<file path="src/hdl/rcc_pkg.sv">
`default_nettype none

package rcc_pkg;

    localparam int DEFAULT_MAX_PERIOD = 1024;

    localparam int PERIOD_W = 11;
    localparam int FORGET_W = 17;
    localparam int LEARN_W  = 24;
    localparam int DRIVE_W  = 16;
    localparam int ERROR_W  = 16;
    localparam int CORR_W   = 24;

    localparam int CFG_ADDR_W = 5;
    localparam int CFG_DATA_W = 32;

    localparam logic [FORGET_W-1:0] FORGET_UNITY = 17'd65536;

    typedef enum logic [2:0] {
        REG_PERIOD    = 3'd0,
        REG_FORGET    = 3'd1,
        REG_LEARN     = 3'd2,
        REG_DRIVE_MIN = 3'd3,
        REG_DRIVE_MAX = 3'd4
    } reg_index_t;

    typedef struct packed {
        logic        [FORGET_W-1:0] forget_gain;
        logic signed [LEARN_W-1:0]  learn_gain;
        logic signed [DRIVE_W-1:0]  drive_min;
        logic signed [DRIVE_W-1:0]  drive_max;
    } gains_t;

endpackage

`default_nettype wire

</file>
<file path="src/hdl/rcc_datapath.sv">
`default_nettype none

module rcc_datapath
    import rcc_pkg::*;
(
    input  wire gains_t                     gains,
    input  wire logic signed [CORR_W-1:0]   old_corr,
    input  wire logic signed [ERROR_W-1:0]  error_sample,
    input  wire logic signed [DRIVE_W-1:0]  base_drive,
    output logic signed [CORR_W-1:0]        new_corr,
    output logic signed [DRIVE_W-1:0]       drive
);

    logic signed [FORGET_W+CORR_W:0]          prod_forget;
    logic signed [LEARN_W+ERROR_W-1:0]        prod_learn;
    logic signed [FORGET_W+CORR_W+7:0]        acc;
    logic signed [FORGET_W+CORR_W-9:0]        acc_q8;
    logic signed [CORR_W:0]                   corr_rnd;
    logic signed [DRIVE_W:0]                  corr_int;
    logic signed [DRIVE_W+1:0]                sum;
    logic signed [DRIVE_W+1:0]                sum_hi;
    logic signed [DRIVE_W+1:0]                sum_lo;

    always_comb
    begin
        prod_forget = $signed({1'b0, gains.forget_gain}) * old_corr;
        prod_learn  = gains.learn_gain * error_sample;

        // Both terms carry 24 fractional bits; round half up back to 8.
        acc = (FORGET_W+CORR_W+8)'(prod_forget)
            + (FORGET_W+CORR_W+8)'($signed({prod_learn, 8'b0}))
            + (FORGET_W+CORR_W+8)'(32768);
        acc_q8 = acc[FORGET_W+CORR_W+7:16];

        if (acc_q8 > (FORGET_W+CORR_W-8)'(8388607))
        begin
            new_corr = {1'b0, {(CORR_W-1){1'b1}}};
        end
        else if (acc_q8 < -(FORGET_W+CORR_W-8)'(8388608))
        begin
            new_corr = {1'b1, {(CORR_W-1){1'b0}}};
        end
        else
        begin
            new_corr = acc_q8[CORR_W-1:0];
        end

        corr_rnd = (CORR_W+1)'(new_corr) + (CORR_W+1)'(128);
        corr_int = corr_rnd[CORR_W:8];
        sum      = (DRIVE_W+2)'(base_drive) + (DRIVE_W+2)'(corr_int);
        sum_hi   = (DRIVE_W+2)'(gains.drive_max);
        sum_lo   = (DRIVE_W+2)'(gains.drive_min);

        if (sum > sum_hi)
        begin
            sum = sum_hi;
        end
        if (sum < sum_lo)
        begin
            sum = sum_lo;
        end
        drive = sum[DRIVE_W-1:0];
    end

endmodule

`default_nettype wire

</file>
<file path="config.mk">
export PLATFORM = sky130hd
export DESIGN_NAME = rcc_datapath
export DESIGN_NICKNAME = d
export VERILOG_FILES = /design/src/hdl/rcc_pkg.sv /design/src/hdl/rcc_datapath.sv
export SDC_FILE = /design/constraint.sdc
export NUM_CORES = 2
export LEC_CHECK = 0
export BUFFER_PORTS_ARGS = -buffer_cell sky130_fd_sc_hd__clkbuf_2
export CAP_MARGIN = 20
export CORE_ASPECT_RATIO = 1.75
export CORE_MARGIN = 3
export CORE_UTILIZATION = 30
export DETAILED_ROUTE_END_ITERATION = 7
export REMOVE_ABC_BUFFERS = 1
export SLEW_MARGIN = 40
export SYNTH_ARGS = -nofsm -noshare
export SYNTH_HDL_FRONTEND = slang
export SYNTH_SLANG_ARGS = --single-unit
</file>
<file path="constraint.sdc">
create_clock -name vclk -period 17.82
set_input_delay 0 -clock vclk [all_inputs]
set_output_delay 0 -clock vclk [all_outputs]
set_load 0.01 [all_outputs]
</file>
# Yosys cells after proc, flatten, opt, wreduce, memory -nomap -nowiden
# Cells that the tools add are included.
[totals] regBits=0 latch_bits=0 ramBits=0 rom_bits=0 out_inout_bits=40 wordCells=14 n_memories=0
[classes] addsub=4 n_mul=2 n_div=0 magnitude_cmp=4 n_eq_ne=0 n_shift=0 n_mux=4 bitwise=0 reduce_logical=0
[ops] op="42-bit by 48-bit adder with 49-bit output" n=1
[ops] op="49-bit by 17-bit adder with 49-bit output, second input constant" n=1
[ops] op="24-bit two-way mux" n=2
[ops] op="18-bit by 24-bit multiplier with 42-bit output" n=1
[ops] op="24-bit by 16-bit multiplier with 40-bit output" n=1
[ops] op="33-bit by 24-bit greater-than comparator with 1-bit output, second input constant" n=1
[ops] op="33-bit by 24-bit < comparator with 1-bit output, second input constant" n=1
[ops] op="24-bit by 9-bit adder with 25-bit output, second input constant" n=1
[ops] op="16-bit by 17-bit adder with 18-bit output" n=1
[ops] op="18-bit by 16-bit greater-than comparator with 1-bit output" n=1
[ops] op="18-bit by 16-bit < comparator with 1-bit output" n=1
[ops] op="18-bit two-way mux" n=1
[ops] op="16-bit two-way mux" n=1

# Logic depth before layout (Yosys ltp)
[depth] depth_word=12 depth_mapped=83 mapped_depth_nobuf=77

# Worst setup path before layout
# No wires, ideal clock.
[synth_timing] path_type="input to output" startpoint="input error_sample[7]" endpoint="output drive[10]" t_arrival_ns=17.743 required_ns=17.820 slack_ns=0.077 stages=80 n_path_buf=7 cell_sequence="clkbuf_1 > nand2_1 > fa_1 > inv_1 > fa_1 > inv_1 > fa_1 > inv_1 > fa_1 > fa_1 > inv_1 > fa_1 > inv_1 > ha_1 > a21o_1 > a21o_1 > a21oi_1 > nand2_1 > [... 44 more ...] > a21o_1 > clkbuf_1 > clkbuf_1 > nand2_1 > o21ai_0 > ha_1 > a21o_1 > a21o_1 > a21o_1 > a21oi_1 > nor2b_1 > o21ai_0 > nand2b_1 > a21oi_1 > o211ai_1 > o22ai_1 > clkbuf_1 > mux2_2"
[synth_via] elab_chain_len=12
[synth_rtl] element="start: declaration" line="rcc_datapath.sv:8" rtl="input wire logic signed [ERROR_W-1:0] error_sample,"
[synth_rtl] element="24-bit by 16-bit multiplier with 40-bit output *" line="rcc_datapath.sv:27" rtl="prod_learn = gains.learn_gain * error_sample;"
[synth_rtl] element="42-bit by 48-bit adder with 49-bit output *" line="rcc_datapath.sv:31" rtl="+ (FORGET_W+CORR_W+8)'($signed({prod_learn, 8'b0}))"
[synth_rtl] element="49-bit by 17-bit adder with 49-bit output *" line="rcc_datapath.sv:32" rtl="+ (FORGET_W+CORR_W+8)'(32768);"
[synth_rtl] element="33-bit by 24-bit < comparator with 1-bit output" line="rcc_datapath.sv:39" rtl="else if (acc_q8 < -(FORGET_W+CORR_W-8)'(8388608))"
[synth_rtl] element="24-bit two-way mux" line="rcc_datapath.sv:39"
[synth_rtl] element="24-bit two-way mux *" line="rcc_datapath.sv:35" rtl="if (acc_q8 > (FORGET_W+CORR_W-8)'(8388607))"
[synth_rtl] element="via new_corr[7]" line="rcc_datapath.sv:10" rtl="output logic signed [CORR_W-1:0] new_corr,"
[synth_rtl] element="24-bit by 9-bit adder with 25-bit output *" line="rcc_datapath.sv:48" rtl="corr_rnd = (CORR_W+1)'(new_corr) + (CORR_W+1)'(128);"
[synth_rtl] element="16-bit by 17-bit adder with 18-bit output *" line="rcc_datapath.sv:50" rtl="sum = (DRIVE_W+2)'(base_drive) + (DRIVE_W+2)'(corr_int);"
[synth_rtl] element="18-bit by 16-bit greater-than comparator with 1-bit output" line="rcc_datapath.sv:54" rtl="if (sum > sum_hi)"
[synth_rtl] element="18-bit two-way mux *" line="rcc_datapath.sv:54"
[synth_rtl] element="18-bit by 16-bit < comparator with 1-bit output" line="rcc_datapath.sv:58" rtl="if (sum < sum_lo)"
[synth_rtl] element="16-bit two-way mux *" line="rcc_datapath.sv:58"
[synth_rtl] element="end: declaration" line="rcc_datapath.sv:11" rtl="output logic signed [DRIVE_W-1:0] drive"
# Mark *: on every way through the listed nets, which the timed path passes. The rest lies on a longest branch.

# Worst setup path in the final report
[layout_timing] startpoint="input error_sample[11]" endpoint="output drive[4]"
[layout_via] elab_chain_len=12
[layout_rtl] element="24-bit by 16-bit multiplier with 40-bit output *" line="rcc_datapath.sv:27"
[layout_rtl] element="42-bit by 48-bit adder with 49-bit output *" line="rcc_datapath.sv:31"
[layout_rtl] element="49-bit by 17-bit adder with 49-bit output *" line="rcc_datapath.sv:32"
[layout_rtl] element="33-bit by 24-bit < comparator with 1-bit output" line="rcc_datapath.sv:39"
[layout_rtl] element="24-bit two-way mux" line="rcc_datapath.sv:39"
[layout_rtl] element="24-bit two-way mux *" line="rcc_datapath.sv:35"
[layout_rtl] element="24-bit by 9-bit adder with 25-bit output *" line="rcc_datapath.sv:48"
[layout_rtl] element="16-bit by 17-bit adder with 18-bit output *" line="rcc_datapath.sv:50"
[layout_rtl] element="18-bit by 16-bit greater-than comparator with 1-bit output" line="rcc_datapath.sv:54"
[layout_rtl] element="18-bit two-way mux *" line="rcc_datapath.sv:54"
[layout_rtl] element="18-bit by 16-bit < comparator with 1-bit output" line="rcc_datapath.sv:58"
[layout_rtl] element="16-bit two-way mux *" line="rcc_datapath.sv:58"
# Every way passes the cells marked *; elsewhere a longest branch is shown, timed or not.

==> qor.yml <==
timing:
  hold_viol: 0
  period_share_pct: 96.0
  setup_viol: 0
  tightest_slew_ns: 0.930
  max_freq_mhz: 58.5
  min_period_ns: 17.10
  slew_violations: 0
  fin_setup_tns_ns: 0
  slew_headroom_pct: 37.4
drt:
  drc_errors: 0
  drt-wirelength-per-cell_um: 18.1
  first_pass_iters: 7
  via_count: 25922
  ant_nets: 0
  wirelength_um: 98100
  drt_iter0_drc: 999
  vias_per_cell: 4.79
finish:
  area_delta_synth_final_pct: 10.1
  nets: 5212
  layout_common_cells: "inv_1, fa_1, nand2_1"
  seq_cell_count: 0
  final_common_cell: "inv_1"
  multiInputGateArea_mm2: 0.0298
  final_area_mm2: 0.0368
  clock_buffers: 0
  seqCellArea_um2: 0
  fin_cells: 5407
  drive_above_1_share_pct: 9.80
  n_fill_cell: 11772
logic_synthesis:
  seq_area_frac_synth_pct: 0
  syn_area_mm2: 0.0335
  ys_warn_count: 0
  synth_cell_type_count: 76
  syn_inst: 3815
  avgSynthCellArea_um2: 8.77
setup_path:
  crit_type: "primary input to output port"
  crit_required_ns: 17.82
  cpPeakStageDelay_ns: 0.63
  cpMaxStageDelayCell: "fa_2"
  path_common_cell: "fa_1"
  critical_path.max_fanout: 17
  crit_start: "error_sample[11]"
  cp.arrival_ns: 17.10
  crit_path_end_kind: "output port"
  cp-start-kind: "primary input"
placed_design:
  place_area_mm2: 0.0363
  globalplace.congestion: 0.922
  io_buffers: 169
  placed_cells: 5397
  hpwl_um: 86800
job:
  max-cap-violations: 0
global_route:
  grt_pass1_wl_um: 158000
  grt_overflow_total: 0
  grt_pass1_vias: 29530
  grtUsageTotal_pct: 17.4
  grt_antenna_before_repair: 0
  grt_max_degree: 25
die:
  core.rowCount: 161
  core_mm2: 0.110
  initial_core_util_pct: 30.3
  die-area_mm2: 0.116
  pin_count: 169
  die_h_um: 448
  die-width_um: 259
min_path:
  hp-class: "primary input to output port"
  holdCritStartpoint: "gains[30]"
clocking:
  ctsHoldBuffers: 0
outcome:
  status: "completed"
-- routing by layer --
layer  track usage, %  share of wire (%)  up-vias
met4             9.49                7.0        0
li1                 -                  -    11609
met2             35.2                 56      630
met1             17.1                 33    13419
met3             1.46                3.3      264
met5                0                  0        -
-- synth_stat cells, drive strengths merged (7+ instances only) --
master,count,share of area (%)
a31oi,7,0.13
fa,839,50
nor2,88,0.99
a21boi,7,0.16
ha,303,11
and2,326,6.1
clkbuf,136,1.5
nand4,22,0.41
a21oi,99,1.5
o211ai,11,0.26
mux2,28,0.94
or3,9,0.17
nand2b,21,0.39
a21o,46,1.0
nand3,28,0.42
o21a,12,0.27
xor2,35,0.92
o21ai,77,1.2
nor2b,11,0.21
nand2,551,6.2
o21bai,16,0.36
and3,11,0.21
inv,945,11
o31ai,7,0.16
nor3,22,0.33
a211oi,16,0.43
xnor2,57,1.5
-- layout make-up --
cell class | count | area share [%]
well taps | 1467 | 4.98
multi-input cells | 2729 | 80.8
inverters | 947 | 9.66
repair buffers | 263 | 4.52
diodes | 1 | 0.00679
-- logic make-up after synthesis --
kind of cell,share of synthesized area [%]
AND/OR/NAND/NOR,16.1
AO/OA/AOI/OAI,6.77
buffers and inverters,12.2
adder cells (fa/ha/maj),61.5
XOR/XNOR,2.41
multiplexers,1.00
-- final timing paths --
path / end / cells past startpoint
worst max-delay path: drive[4] / 78
worst min-delay path: drive[14] / 3
-- what timing repair did --
action                                  4_1_cts  5_1_grt
cloned                                        0        1
pin swaps                                     1       32
gates resized for setup                       8      152
endpoints found under the setup margin       16       16
setup buffers                                 0        8
-- critical path, delay by kind of cell --
family                     cells  cell delay, ns
muxes                          1            0.33
xor gates and xnor gates       3            0.48
AOI/OAI and AO/OA             29            5.35
and+or+nand+nor               13            1.87
buffers and inverters         15            1.92
adders and majority gates     17            7.09
-- metrics by stage --
| stage | worst slack [ns] | util [%] | hold WS, ns |
|---|---|---|---|
| 2_1_floorplan | 0.321 | - | 0.152 |
| 3_3_place_gp | 0.120 | 32.9 | 0.333 |
| 3_5_place_dp | -0.0997 | 32.9 | 0.336 |
| 4_1_cts | 0.0346 | 32.9 | 0.337 |
| 5_1_grt | -0.0895 | 33.4 | 0.351 |
| 6_report | 0.720 | 33.4 | 0.333 |
